==> src/design/qrs_pkg.sv <==
// Shared types and constants for the quadratic root solver.
// No dependencies; imported by every module in this folder.
`timescale 1ns / 1ps
`default_nettype none

package qrs_pkg;

    localparam int SQ_STEPS  = 32;  // one result bit per square root cell
    localparam int DIV_STEPS = 33;  // one quotient bit per divider cell

    typedef enum logic [1:0] {
        CLS_NONE = 2'd0,
        CLS_ONE  = 2'd1,
        CLS_TWO  = 2'd2,
        CLS_ALL  = 2'd3
    } root_class_t;

    // Coefficients and class riding along the square root row
    typedef struct packed {
        logic signed [15:0] a;
        logic signed [15:0] b;
        logic signed [15:0] c;
        root_class_t        cls;
        logic               lin;
    } side_t;

    typedef struct packed {
        side_t       side;
        logic [63:0] rad;   // radicand, consumed two bits per cell from the top
        logic [33:0] rem;
        logic [31:0] root;
    } sq_t;

    // Two division lanes sharing one divisor
    typedef struct packed {
        root_class_t cls;
        logic [15:0] dv;
        logic [32:0] nq1;   // numerator bits shift out, quotient bits shift in
        logic [32:0] nq2;
        logic [15:0] r1;
        logic [15:0] r2;
        logic        neg1;
        logic        neg2;
    } dv_t;

    typedef struct packed {
        root_class_t cls;
        logic [31:0] root1;
        logic [31:0] root2;
        logic        ovf;
    } res_t;

endpackage

`default_nettype wire

==> src/design/qrs_sqrt_cell.sv <==
// One digit cell of the integer square root row.
// Depends on qrs_pkg.
`timescale 1ns / 1ps
`default_nettype none

module qrs_sqrt_cell
    import qrs_pkg::*;
(
    input  wire logic aclk,
    input  wire logic aresetn,
    input  wire logic en,
    input  wire logic in_vld,
    input  wire sq_t  in_data,
    output logic      out_vld,
    output sq_t       out_data
);

    logic vld_reg;
    sq_t  data_reg;
    sq_t  data_next;
    logic [33:0] rem_sh;
    logic [33:0] trial;
    logic        ge;

    always_comb begin
        rem_sh = {in_data.rem[31:0], in_data.rad[63:62]};
        trial  = {in_data.root, 2'b01};
        ge     = (rem_sh >= trial);
        data_next      = in_data;
        data_next.rad  = {in_data.rad[61:0], 2'b00};
        data_next.rem  = ge ? (rem_sh - trial) : rem_sh;
        data_next.root = {in_data.root[30:0], ge};
    end

    always_ff @(posedge aclk) begin
        if (!aresetn) begin
            vld_reg <= 1'b0;
        end else if (en) begin
            vld_reg <= in_vld;
        end
    end

    always_ff @(posedge aclk) begin
        if (en) begin
            data_reg <= data_next;
        end
    end

    assign out_vld  = vld_reg;
    assign out_data = data_reg;

endmodule

`default_nettype wire

==> config.mk <==
export PLATFORM = sky130hd
export DESIGN_NAME = qrs_sqrt_cell
export DESIGN_NICKNAME = d
export VERILOG_FILES = /design/src/design/qrs_pkg.sv /design/src/design/qrs_sqrt_cell.sv
export SDC_FILE = /design/constraint.sdc
export NUM_CORES = 1
export LEC_CHECK = 0
export ABC_AREA = 0
export BUFFER_PORTS_ARGS = -buffer_cell sky130_fd_sc_hd__buf_2
export CAP_MARGIN = 20
export CORE_MARGIN = 5
export CORE_UTILIZATION = 43
export CTS_BUF_LIST = sky130_fd_sc_hd__clkbuf_16
export DETAILED_ROUTE_END_ITERATION = 10
export PLACE_DENSITY = 0.77
export SLEW_MARGIN = 15
export SYNTH_ARGS = -nofsm -noshare
export SYNTH_HDL_FRONTEND = slang
export SYNTH_SLANG_ARGS = --single-unit
export TNS_END_PERCENT = 20
==> constraint.sdc <==
create_clock -name aclk -period 2.8 [get_ports aclk]
set_clock_uncertainty 0.15 [all_clocks]
set_input_delay 0.14 -clock aclk [delete_from_list [all_inputs] [get_ports aclk]]
set_output_delay 0.14 -clock aclk [all_outputs]
set_load 0.02 [all_outputs]
Word-level counts from Yosys, hierarchy flattened. Cells that the tools add are included.

Shift-type cells: 0. Mux-type cells: 1. Bitwise operators: 0. Div/mod/pow operators: 0. Order comparisons: 1. Add/subtract/negate cells: 1. Multipliers: 0. Equal/unequal tests: 0. Reductions and logical operators: 0.

Operators with widths (count): $ge A34 B34 Y1 (1); $mux W34 (1); $sub A34 B34 Y34 (1).

Bits in latches: 0. Input port bits: 185. Memories kept: 0. Memory bits (read-only): 0. Output and inout bits: 182. Word-level logic and storage cells: 12. Flip-flop bits (word level): 180. RAM bits: 0.

Longest topological paths before layout.
Word-level depth: 2. Depth in mapped cells: 14. Depth with buffers taken out: 12.

Worst setup path after synthesis. OpenSTA, ideal clock, no wires.

Path type: in2reg. Start point: input port in_data[0] (netlist name). End point: register data_reg (netlist bit out_data[34]), data pin. Library setup time: 260 ps. Data required time: 2390 ps. Slack: -17 ps. Data arrival time: 2406 ps. Path buffers: 1. Stages on the path: 13. Cell sequence: inv_1 -> ha_1 -> nand2b_2 -> a21oi_2 -> nand2b_4 -> a21o_1 -> a21oi_4 -> a21oi_2 -> o41ai_4 -> o21a_4 -> inv_4 -> buf_12 -> mux2_4.

RTL lines: start: declaration (RTL line qrs_sqrt_cell.sv:13) `input wire sq_t in_data,`; end signal: assignment (RTL line qrs_sqrt_cell.sv:45) `data_reg <= data_next;`; end: declaration (RTL line qrs_sqrt_cell.sv:19) `sq_t data_reg;`.

==> run metrics <==
status complete, no violations; Avg WL per Cell around 21 um; # setup viols final 0; ANT nets after route 0; initial detailed-routing violation count 449; Yosys Warn Count 0; mean cell area of the mapped netlist 14.99 sq um; CP Launch Point in_data[28]; vias in the first global route 7261; CP Launch Type primary input; Logic pwr share about a quarter; PwrDens 579.6 nW/um^2; P_int between 5 and 6 mW; antenna violations before repair 4; Post-synth top flop edfxtp_1; VDD IR max 408.3 uV; # DRC 0; worst slack, placed -0.3497 ns; clock buffer count from CTS 17; R2R Path Start out_vld; Static Leak 5.863 nW; crit-path cells dlygate4sd3_1 > buf_2 > inv_1 > ha_1 > nand2_1 > nor2_1 > nand4_1 > nor2_1 > o311a_1 > a211oi_2 > o21a_4 > inv_8 > mux2_4; row cnt 50; max-cap violation count 0; full die area 21520 sq um; crit-path max cell delay 0.53 ns; Clock Sinks between 150 and 200; Critical Path RT 2.82 ns; CORE AREA 18580 sq um; crit end category register; GRT Total Usage 26.33%; Post-synth EDFFs 179; Final Critical Period 2.694 ns; Yosys reg bits 180; Clock Path Buffers 2; RSZ-0062 raised after global routing false; Worst-Margin Slew ~0.66 ns; CTS root buffer clkbuf_16; Worst-path clk slew 0.07 ns; Worst Path Buf+Inv 4; post-route clock period utilization between 90% and 100%; Crit path max-delay family buffers and inverters; Layout Nets 1370; Layout area overhead 61.86%; register share of total power 44.1%; Max-slew headroom 56.06%; Crit Path Max Fanout 30; most used cell, CP nor2_1; post-synth cell types 61; TritonCTS clock tree done; detailed-route vias per instance 5.084; Clk network pwr share 31.3%; kind of critical path primary input to register; first-pass GRT wire length ~43000 um; Die Wd 146.7 um; HP Class primary input to register; proportion of layout cells with a drive suffix above 1 43.81%; IO Count 367; worst r2r path cells 3; reg2reg end out_vld; # H-tree levels 4; Netlist Area Pre-Place 8034 sq um; input/output buffers 362; Final TNS setup 0 ns; Mapped Cells around 540; Crit path depth 13; total vias in the final route 7117; sequential area share after synthesis 67.15%; Max Clk Rate 371.3 MHz; switching pwr 2.244 mW; total grt overflow 0; Fill cells 1235; CP arrival 2.72 ns; Critical Path Sink out_data[54]; dpl hpwl 19780 um; Worst R2R Setup Slack approximately 1.4 ns; Initial Util 43.24%; Clock Latency Late Sink 0.42 ns; GP Congestion 0.8743; WL final 29180 um; Final WS setup 0.1065 ns; Post-CTS Setup Bufs 0; largest net degree at the start of global routing 78; Sw Share between 20 and 30%; Final Hold Fails 0; drt first pass iters 5; CP max stage cell dlygate4sd3_1; fin. max-slew vios 0; chip height 146.7 um; ys async rst share 0%
## layout by cell type (no fill, tap or decap), types with 4 or more instances in the layout
cell	Yosys	routed
buf_2	2	361
dlygate4sd3_1	0	179
edfxtp_1	179	179
buf_4	2	67
inv_1	42	43
ha_1	34	31
nand2_1	30	30
a21oi_1	31	30
mux2_4	28	28
nor2_1	22	22
clkbuf_16	0	17
o21ai_0	16	16
xnor2_1	16	16
xor2_1	12	12
a21o_1	11	11
nand3_1	8	8
nor3_1	7	7
inv_8	0	7
nand4_1	6	6
o21bai_1	6	6
nand2b_1	5	5
or3_1	5	5
o211ai_1	4	4
a211oi_1	4	4
clkinv_4	0	4
## cell type report
cell class | count | area [sq um] | area share, %
well taps | 234 | 292.8 | 2.252
inverters | 44 | 172.7 | 1.328
clock inverters | 15 | 156.4 | 1.203
repair buffers | 610 | 4155 | 31.95
flip-flops and latches | 180 | 5395 | 41.49
clock buffers | 17 | 425.4 | 3.271
multi-input cells | 298 | 2401 | 18.46
diodes | 2 | 5.005 | 0.03849
## state kept, by name, summed over array words and instances (netlist names)
register / cells
out_data: 179
out_vld: 1
## worst min-delay path by stage
stage          slack (ns)             to  cells after the start         start
6_report             0.08   out_data[33]                      4  in_data[129]
5_1_grt              0.09   out_data[33]                      4  in_data[128]
4_1_cts              0.06   out_data[33]                      4  in_data[129]
3_5_place_dp         0.17  out_data[157]                      1  in_data[157]
3_3_place_gp         0.17  out_data[173]                      1  in_data[173]
2_1_floorplan        0.09  out_data[100]                      0   in_data[98]
## per-stage QoR
step / hold slack (ns) / util [%] / area (sq um) / power, mW / std cells
floorplan: 0.08887 / - / 8079 / 4.295 / 537
global placement: 0.1664 / 57.16 / 10620 / 4.945 / 1187
detailed placement: 0.1681 / 57.16 / 10620 / 4.981 / 1187
CTS: 0.06038 / 69.93 / 12990 / 7.532 / 1398
global route: 0.09053 / 69.99 / 13000 / 7.835 / 1400
finish: 0.07997 / 69.99 / 13000 / 7.536 / 1400
## cells by family (layout without fill, tap and decap cells)
kind of cell / after synthesis / count (layout) / synth area share [%]
AOI/OAI and AO/OA: 106 / 106 / 9.422
xor gates and xnor gates: 28 / 28 / 3.052
adders and majority gates: 34 / 34 / 5.295
buffers and inverters: 59 / 686 / 3.520
DFF: 180 / 180 / 67.15
muxes: 31 / 31 / 5.607
other: 1 / 4 / 0.04668
and+or+nand+nor: 97 / 97 / 5.903
## worst register-to-register path, cell delays in order, from the launching register on
cell	delay (ns)
dfxtp_1	0.34
mux2i_1	0.15
nor2b_1	0.06
dlygate4sd3_1	0.59
## cells in the mapped netlist, types with 3 or more instances
master,n,share of area (%)
a211oi_1,4,0.37
a21o_1,11,1.0
a21oi_1,31,1.9
buf_12,3,0.75
clkbuf_1,8,0.37
edfxtp_1,179,67
ha_1,34,5.3
inv_1,42,2.0
mux2_4,28,5.2
mux2i_1,3,0.37
nand2_1,30,1.4
nand2b_1,5,0.39
nand3_1,8,0.50
nand4_1,6,0.47
nor2_1,22,1.0
nor3_1,7,0.44
nor4_1,3,0.23
o211ai_1,4,0.37
o21ai_0,16,1.0
o21ai_1,3,0.19
o21bai_1,6,0.56
o31ai_1,3,0.28
or3_1,5,0.39
xnor2_1,16,1.7
xor2_1,12,1.3
## power by group through the flow
stage | Sequential, mW | Clock, mW | Combinational [mW]
3_3_place_gp | 3.36 | 0 | 1.58
3_5_place_dp | 3.37 | 0 | 1.61
6_report | 3.32 | 2.36 | 1.86
2_1_floorplan | 3.70 | 0 | 0.594
5_1_grt | 3.34 | 2.54 | 1.96
4_1_cts | 3.31 | 2.40 | 1.83
## layer usage
metal  share of wire (%)  vias to the layer above  track usage [%]
met5                0.11                        -                0
met4                 3.6                        4            9.219
met3                 7.0                       61            6.817
met2                  52                      348            47.71
met1                  37                     3454            30.10
li1                    -                     3250                -
## timing repair
item | in CTS | in global routing
hold buffers | 179 | 0
gates resized for setup | 0 | 2
hold endpoints to repair | 178 | 0
setup endpoints to repair | 0 | 29
No activity file was read; power rests on OpenSTA's default activity.
