File: src/design/qrs_pkg.sv
// Shared types and constants for the quadratic root solver.
// No dependencies; imported by every module in this folder.
`timescale 1ns / 1ps
`default_nettype none

package qrs_pkg;

    localparam int SQ_STEPS  = 32;  // one result bit per square root cell
    localparam int DIV_STEPS = 33;  // one quotient bit per divider cell

    typedef enum logic [1:0] {
        CLS_NONE = 2'd0,
        CLS_ONE  = 2'd1,
        CLS_TWO  = 2'd2,
        CLS_ALL  = 2'd3
    } root_class_t;

    // Coefficients and class riding along the square root row
    typedef struct packed {
        logic signed [15:0] a;
        logic signed [15:0] b;
        logic signed [15:0] c;
        root_class_t        cls;
        logic               lin;
    } side_t;

    typedef struct packed {
        side_t       side;
        logic [63:0] rad;   // radicand, consumed two bits per cell from the top
        logic [33:0] rem;
        logic [31:0] root;
    } sq_t;

    // Two division lanes sharing one divisor
    typedef struct packed {
        root_class_t cls;
        logic [15:0] dv;
        logic [32:0] nq1;   // numerator bits shift out, quotient bits shift in
        logic [32:0] nq2;
        logic [15:0] r1;
        logic [15:0] r2;
        logic        neg1;
        logic        neg2;
    } dv_t;

    typedef struct packed {
        root_class_t cls;
        logic [31:0] root1;
        logic [31:0] root2;
        logic        ovf;
    } res_t;

endpackage

`default_nettype wire

File: src/design/qrs_div_cell.sv
// One restoring division cell, two lanes over a common divisor.
// Depends on qrs_pkg.
`timescale 1ns / 1ps
`default_nettype none

module qrs_div_cell
    import qrs_pkg::*;
(
    input  wire logic aclk,
    input  wire logic aresetn,
    input  wire logic en,
    input  wire logic in_vld,
    input  wire dv_t  in_data,
    output logic      out_vld,
    output dv_t       out_data
);

    logic vld_reg;
    dv_t  data_reg;
    dv_t  data_next;
    logic [16:0] rsh1;
    logic [16:0] rsh2;
    logic [16:0] dv17;
    logic        ge1;
    logic        ge2;

    always_comb begin
        dv17 = {1'b0, in_data.dv};
        rsh1 = {in_data.r1, in_data.nq1[32]};
        rsh2 = {in_data.r2, in_data.nq2[32]};
        ge1  = (rsh1 >= dv17);
        ge2  = (rsh2 >= dv17);
        data_next     = in_data;
        data_next.r1  = 16'(ge1 ? (rsh1 - dv17) : rsh1);
        data_next.r2  = 16'(ge2 ? (rsh2 - dv17) : rsh2);
        data_next.nq1 = {in_data.nq1[31:0], ge1};
        data_next.nq2 = {in_data.nq2[31:0], ge2};
    end

    always_ff @(posedge aclk) begin
        if (!aresetn) begin
            vld_reg <= 1'b0;
        end else if (en) begin
            vld_reg <= in_vld;
        end
    end

    always_ff @(posedge aclk) begin
        if (en) begin
            data_reg <= data_next;
        end
    end

    assign out_vld  = vld_reg;
    assign out_data = data_reg;

endmodule

`default_nettype wire

File: config.mk
export PLATFORM = sky130hd
export DESIGN_NAME = qrs_div_cell
export DESIGN_NICKNAME = d
export VERILOG_FILES = /design/src/design/qrs_pkg.sv /design/src/design/qrs_div_cell.sv
export SDC_FILE = /design/constraint.sdc
export NUM_CORES = 1
export LEC_CHECK = 0
export BUFFER_PORTS_ARGS = -buffer_cell sky130_fd_sc_hd__buf_4
export CAP_MARGIN = 30
export CORE_MARGIN = 3
export CORE_UTILIZATION = 34
export DETAILED_ROUTE_END_ITERATION = 12
export RECOVER_POWER = 50
export SLEW_MARGIN = 20
export SYNTH_ARGS = -nofsm -noshare
export SYNTH_HDL_FRONTEND = slang
export SYNTH_SLANG_ARGS = --single-unit
File: constraint.sdc
create_clock -name aclk -period 3.7 [get_ports aclk]
set_clock_uncertainty 0.05 [all_clocks]
set_input_delay 0.37 -clock aclk [delete_from_list [all_inputs] [get_ports aclk]]
set_output_delay 0.37 -clock aclk [all_outputs]
set_load 0.01 [all_outputs]
### Yosys cells after proc, flatten, opt, wreduce, memory -nomap -nowiden

Cells that the tools add are included.

| word-level totals | value |
|---|---|
| register bits after elaboration | 119 |
| bits of input ports | 122 |
| output and inout port bits | 119 |
| logic and storage cells | 15 |

| operators by class | value |
|---|---|
| $add $sub $neg | 2 |
| $lt $le $gt $ge | 2 |
| muxes and demuxes | 2 |

Operator list:

| kind | count |
|---|---|
| greater-or-equal comparator 17 x 16 -> 1 bit | 2 |
| two-way mux 16 bit | 2 |
| subtractor 16 bit | 2 |

### Logic depth before layout (Yosys ltp)

Gate-level depths: netlist (run 1).

| logic depth | value |
|---|---|
| depth after elaboration | 2 |
| mapped depth | 11 |
| gate-level depth less buffers | 9 |

### Worst setup path after synthesis (run 1)

No wires, ideal clock.

| path | value |
|---|---|
| kind | input -> register |
| from | input port in_data[101] (netlist bit) |
| to | register data_reg (netlist bit out_data[28]) (data pin) |
| library setup time | 260 ps |
| arrival time | 2251 ps |
| data required time | 3390 ps |
| path slack | 1139 ps |
| stages on the path | 10 |
| buffers on the path | 2 |
| cells stage by stage | inv_1 ha_1 nor2b_1 o31a_1 o31a_4 o21ai_4 o21a_1 buf_6 buf_8 mux2_4 |

RTL lines:

| item | line | source |
|---|---|---|
| start: declaration | qrs_div_cell.sv:13 | `input wire dv_t in_data,` |
| end signal: assignment | qrs_div_cell.sv:50 | `data_reg <= data_next;` |
| end: declaration | qrs_div_cell.sv:19 | `dv_t data_reg;` |

==> results.json, run 1 <==
{
  "syn_area_per_cell_um2": 13.47,
  "n_antenna_cell": 0,
  "vias": 4505,
  "top_layer_used": "met4",
  "synth_edf_count": 118,
  "fmax_mhz": 376.1,
  "htreeDepth": 4,
  "gr-total-overflow": 0,
  "synthFlopType": "edfxtp_1",
  "yosysWarnings": 0,
  "rows": 47,
  "r2r_slack_ns": 3.05,
  "io_pins": 241,
  "cp_num_cells": 10,
  "critPathArrivalTime_ns": 2.77,
  "maxSlewHeadroom_pct": -7.931,
  "die_h_um": 136.7,
  "yosysSeqAreaShare_pct": 61.37,
  "clock-sinks": 119,
  "track_usage_pct": 19.01,
  "hp-start": "in_data[54]",
  "synthesis.nets": 587,
  "wire_per_inst_um": 19.73,
  "antenna_found_initial": 0,
  "grt_max_degree": 62,
  "dp_worst_setup_slack_ns": 0.7009,
  "cp-endpoint": "out_data[26]",
  "drv_slew": 59,
  "cp-end-kind": "flop",
  "drtIter0Drc": 285,
  "timing.rr.start": "out_vld",
  "drive_above_1_share_pct": 37.30,
  "path_max_fanout": 11,
  "dp_hpwl_mm": 14.33,
  "rsz0062_at_grt": "false",
  "max-vdd-ir-drop_mv": 0.2900,
  "required_ns": 3.81,
  "r2r_end": "out_vld",
  "cts-hold-fix-buffers": 0,
  "grt_pass1_vias": 4648,
  "multi_input_area_um2": 2077,
  "cts.clk_slew.worst_paths_ns": 0.06,
  "wl_mm": 18.09,
  "dr_wl_met2_mm": 8.370,
  "final_antenna_net_count": 0,
  "hp-class": "input port to flop",
  "period_minus_slack_ns": 2.659,
  "first_pass_iters": 4,
  "fin_crit_sh_pct": 71.87,
  "path_cells": "clkbuf_1 > inv_1 > ha_1 > nor2b_1 > o31a_1 > o31a_4 > o21ai_4 > o21a_1 > buf_4 > mux2_2",
  "fin_ws_ns": 1.041,
  "drt-met1-wl_mm": 7.353,
  "dieArea_um2": 18680,
  "clock-root-buffer": "clkbuf_16",
  "final_cells": 917,
  "path_delay_family": "compound AO/OA/AOI/OAI gates",
  "status": "finished, violations left",
  "globalplace.congestion": 0.8696,
  "start_util_pct": 34.89,
  "synth-async-reset-ratio_pct": 0,
  "violations": "max-capacitance violations, max-slew violations",
  "wl_met3_mm": 1.860,
  "port_buffers": 240,
  "register_area_um2": 3563,
  "critical-path-max-stage-delay_ns": 0.35,
  "via_per_inst": 4.913,
  "remaining_drc_errors": 0,
  "leakagePower_nw": 3.463,
  "clk_path_buf_depth": 2,
  "die_width_um": 136.7,
  "final_common_cell": "buf_4",
  "cts_resized": 0,
  "crit_buf_inv": 3,
  "core-area_um2": 16640,
  "startpoint_type": "input port",
  "crit_start": "in_data[101]",
  "clock_latency_ns": 0.41,
  "maxCapViolCount": 1,
  "reg2regPathDepth": 2,
  "grt_pass1_wl_mm": 26.11,
  "area_delta_synth_final_pct": 42.66,
  "final_cell_mix": "buf_4, edfxtp_1, clkbuf_4",
  "setup_viol": 0,
  "final-hold-violation-count": 0,
  "post_cts_buffers": 0,
  "cts_made_buffers": 17,
  "nNetsFinal": 840,
  "holdWs_ns": 0.09775,
  "critPathSlowestCell": "mux2_2",
  "worstMarginPinSlew_ns": 1.619,
  "critPathKind": "input port to flop",
  "cts_tree": "yes",
  "synth.distinct_cells": 67,
  "tns_ns": 0,
  "nFillCells": 1541,
  "power_density_nw_per_um2": 505.8,
  "ys_ff_latch": 119,
  "netlist_area_um2": 5807,
  "dp_cells": 885,
  "synthCells": 431
}
==> layer usage <==
metal	vias to the layer above	global-route usage, %
met5	-	0
met4	0	7.895
met3	33	6.324
met2	219	31.05
met1	2080	23.09
li1	2173	-
==> registers in the layout (all words and copies together), names as in the netlist <==
name and flops:
out_data 118, out_vld 1
==> where the power goes <==
group	internal [mW]	total (mW)	switching, mW
sequential	1.65	1.69	0.0408
clock	1.06	1.69	0.632
combinational	0.382	0.809	0.427
==> how the worst min path moves through the flow <==
stage,to,slack (ns),cells after the start
2_1_floorplan,out_data[0],0.42,0
3_3_place_gp,out_vld,0.45,2
3_5_place_dp,out_vld,0.47,2
4_1_cts,out_data[55],0.06,1
5_1_grt,out_data[44],0.07,1
6_report,out_data[55],0.1,1
==> cell usage after synthesis (3+ instances only) <==
master,instances,share of area (%)
edfxtp_1,118,61
ha_1,32,6.9
nand2_1,29,1.9
inv_1,22,1.4
o21ai_0,22,1.9
a21oi_1,21,1.8
a21o_1,12,1.6
nor2_1,11,0.71
a31oi_1,10,1.1
nor3_1,10,0.86
xnor2_1,10,1.5
nand3_1,8,0.69
xor2_1,8,1.2
mux2_2,7,1.4
nand2b_1,7,0.75
nand4_1,7,0.75
o21a_1,7,0.90
and3_1,4,0.43
clkbuf_1,4,0.26
mux2i_1,4,0.69
nor2b_1,4,0.43
o211ai_1,4,0.52
o31ai_1,4,0.52
o41ai_1,4,0.60
and3_2,3,0.39
buf_2,3,0.26
mux2_4,3,0.78
or3_1,3,0.32
==> per-stage QoR <==
stage / total power, mW / area (um^2) / utilization [%]
after floorplan: 2.125 / 5807 / -
after global placement: 2.571 / 7861 / 47.24
after detailed placement: 2.574 / 7861 / 47.24
after CTS: 4.291 / 8463 / 50.85
after global routing: 4.394 / 8284 / 49.78
final: 4.190 / 8284 / 49.78
==> worst register-to-register path, delay by kind of cell (launching register included) <==
| family | cells | cell delay [ns] |
|---|---|---|
| simple gates | 1 | 0.07 |
| mux | 1 | 0.12 |
| flops | 1 | 0.30 |
==> cell families (layout without fill, tap and decap cells) <==
group	count (synthesis)	in the layout	synth area share, %
simple gates	99	99	8.942
buf+inv	35	301	2.865
mux	15	15	3.017
fa+ha+maj	34	34	7.585
compound gates	111	111	13.51
xor+xnor	18	18	2.715
flops	119	119	61.37
==> layout make-up <==
cell class,count,area share (%)
sequential,119,43.01
multi-input combinational,277,25.07
clock inverter,15,2.130
timing repair buffer,246,20.28
tap,220,3.323
clock buffer,17,5.135
inverter,23,1.042
Power figures use the tool's default switching activity.
==> run 2, diff against run 1 <==
clock period = 2.2 ns   (was 3.7 ns; I/O delays follow)
==> results.json, run 2 (synthesis results as in run 1) <==
{
  "dpl-instance-area_um2": 8782,
  "p_sw_share_pct": 26.37,
  "start_util_pct": 34.89,
  "final_common_cell": "buf_4",
  "grt_pass1_wl_mm": 30.71,
  "status": "finished, final reports clean",
  "gr-total-overflow": 0,
  "dp_hpwl_mm": 15.37,
  "clk_path_buf_depth": 2,
  "port_buffers": 240,
  "drv_slew": 0,
  "setup_viol": 0,
  "cts.clk_slew.worst_paths_ns": 0.06,
  "area_delta_synth_final_pct": 74.23,
  "antenna_found_initial": 0,
  "vias": 5286,
  "leakagePower_nw": 4.443,
  "rsz0062_at_grt": "false",
  "die_width_um": 136.7,
  "required_ns": 2.31,
  "fmax_mhz": 485.6,
  "fin_util_pct": 60.79,
  "final_area_um2": 10120,
  "clock-sinks": 119,
  "io_pins": 241,
  "nFillCells": 1333,
  "totalPowerFinal_mw": 7.356,
  "wire_per_inst_um": 18.75,
  "internal_power_mw": 5.416,
  "grt_pass1_vias": 5589,
  "cp-end-kind": "flop",
  "clockPowerShare_pct": 37.0,
  "fin_crit_sh_pct": 93.60,
  "n_antenna_cell": 0,
  "first_pass_iters": 4,
  "final-hold-violation-count": 0,
  "drive_above_1_share_pct": 47.33,
  "switching_power_mw": 1.940,
  "tns_ns": 0,
  "largest_reg_flops": 118,
  "post_cts_buffers": 0,
  "period_minus_slack_ns": 2.059,
  "critPathArrivalTime_ns": 2.17,
  "maxSlewHeadroom_pct": 17.51,
  "htreeDepth": 4,
  "final_cells": 1101,
  "power_density_nw_per_um2": 727.1,
  "final_antenna_net_count": 0,
  "power_frac_seq_pct": 38.7,
  "grt_max_degree": 50,
  "cts_tree": "yes",
  "critPathKind": "input port to flop",
  "holdWs_ns": 0.02792,
  "clock-root-buffer": "clkbuf_16",
  "max-vdd-ir-drop_mv": 0.5503,
  "drtIter0Drc": 309,
  "nNetsFinal": 1025,
  "hp-class": "input port to flop",
  "core-area_um2": 16640,
  "path_max_fanout": 4,
  "dieArea_um2": 18680,
  "clock_latency_ns": 0.40,
  "track_usage_pct": 21.84,
  "fin_ws_ns": 0.1407,
  "startpoint_type": "input port",
  "globalplace.congestion": 0.8449,
  "rows": 47,
  "die_h_um": 136.7,
  "wl_mm": 20.64,
  "p_comb_share_pct": 24.3,
  "final_cell_mix": "buf_4, edfxtp_1, dlygate4sd3_1",
  "cts_made_buffers": 17,
  "via_per_inst": 4.801,
  "worstMarginPinSlew_ns": 1.237,
  "remaining_drc_errors": 0,
  "dp_worst_setup_slack_ns": -0.2968,
  "dp_cells": 989,
  "maxCapViolCount": 0
}
[run 2: critical path, stage by stage]
cell	delay, ns
buf_4	0.09
inv_1	0.04
ha_1	0.25
fa_1	0.39
nand2b_1	0.17
a21oi_1	0.18
o21ai_0	0.21
o221ai_1	0.24
a2111oi_1	0.08
mux2_4	0.29
[run 2: worst paths after layout]
kind / slack (ns) / startpoint / endpoint / cells past startpoint
worst max-delay path: 0.14 / in_data[99] / out_data[32] / 10
worst min-delay path: 0.03 / in_vld / out_vld / 3
worst max register to register: 1.56 / out_vld / out_vld / 2
worst min register to register: 0.47 / out_vld / out_vld / 2
[run 2: final cells by class]
cell class	instances	area, um^2	share of cell area [%]
sequential	119	3563	35.22
multi-input combinational	277	2186	21.61
clock buffer	17	425.4	4.205
timing repair buffer	431	3418	33.79
inverter	23	93.84	0.9275
clock inverter	14	155.1	1.534
tap	220	275.3	2.721
[run 2: what timing repair did]
| item | 4_1_cts | 5_1_grt |
|---|---|---|
| endpoints found under the setup margin | 0 | 2 |
| hold buffers | 81 | 0 |
| resized for setup | 0 | 2 |
| endpoints found under the hold margin | 81 | 0 |
[run 2: power by group through the flow]
stage | logic, mW | registers (mW) | clock network, mW
5_1_grt | 1.94 | 2.87 | 2.87
3_5_place_dp | 1.69 | 2.88 | 0
6_report | 1.79 | 2.85 | 2.72
2_1_floorplan | 0.607 | 3.00 | 0
4_1_cts | 1.82 | 2.84 | 2.76
3_3_place_gp | 1.67 | 2.88 | 0
[run 2: layer usage]
metal / vias up / GRT usage (%) / wire length, um
met1: 2515 / 25.91 / 8271
met4: 0 / 6.383 / 349
met3: 21 / 6.397 / 1734
met2: 201 / 38.36 / 10280
li1: 2549 / - / -
met5: - / 0 / 0
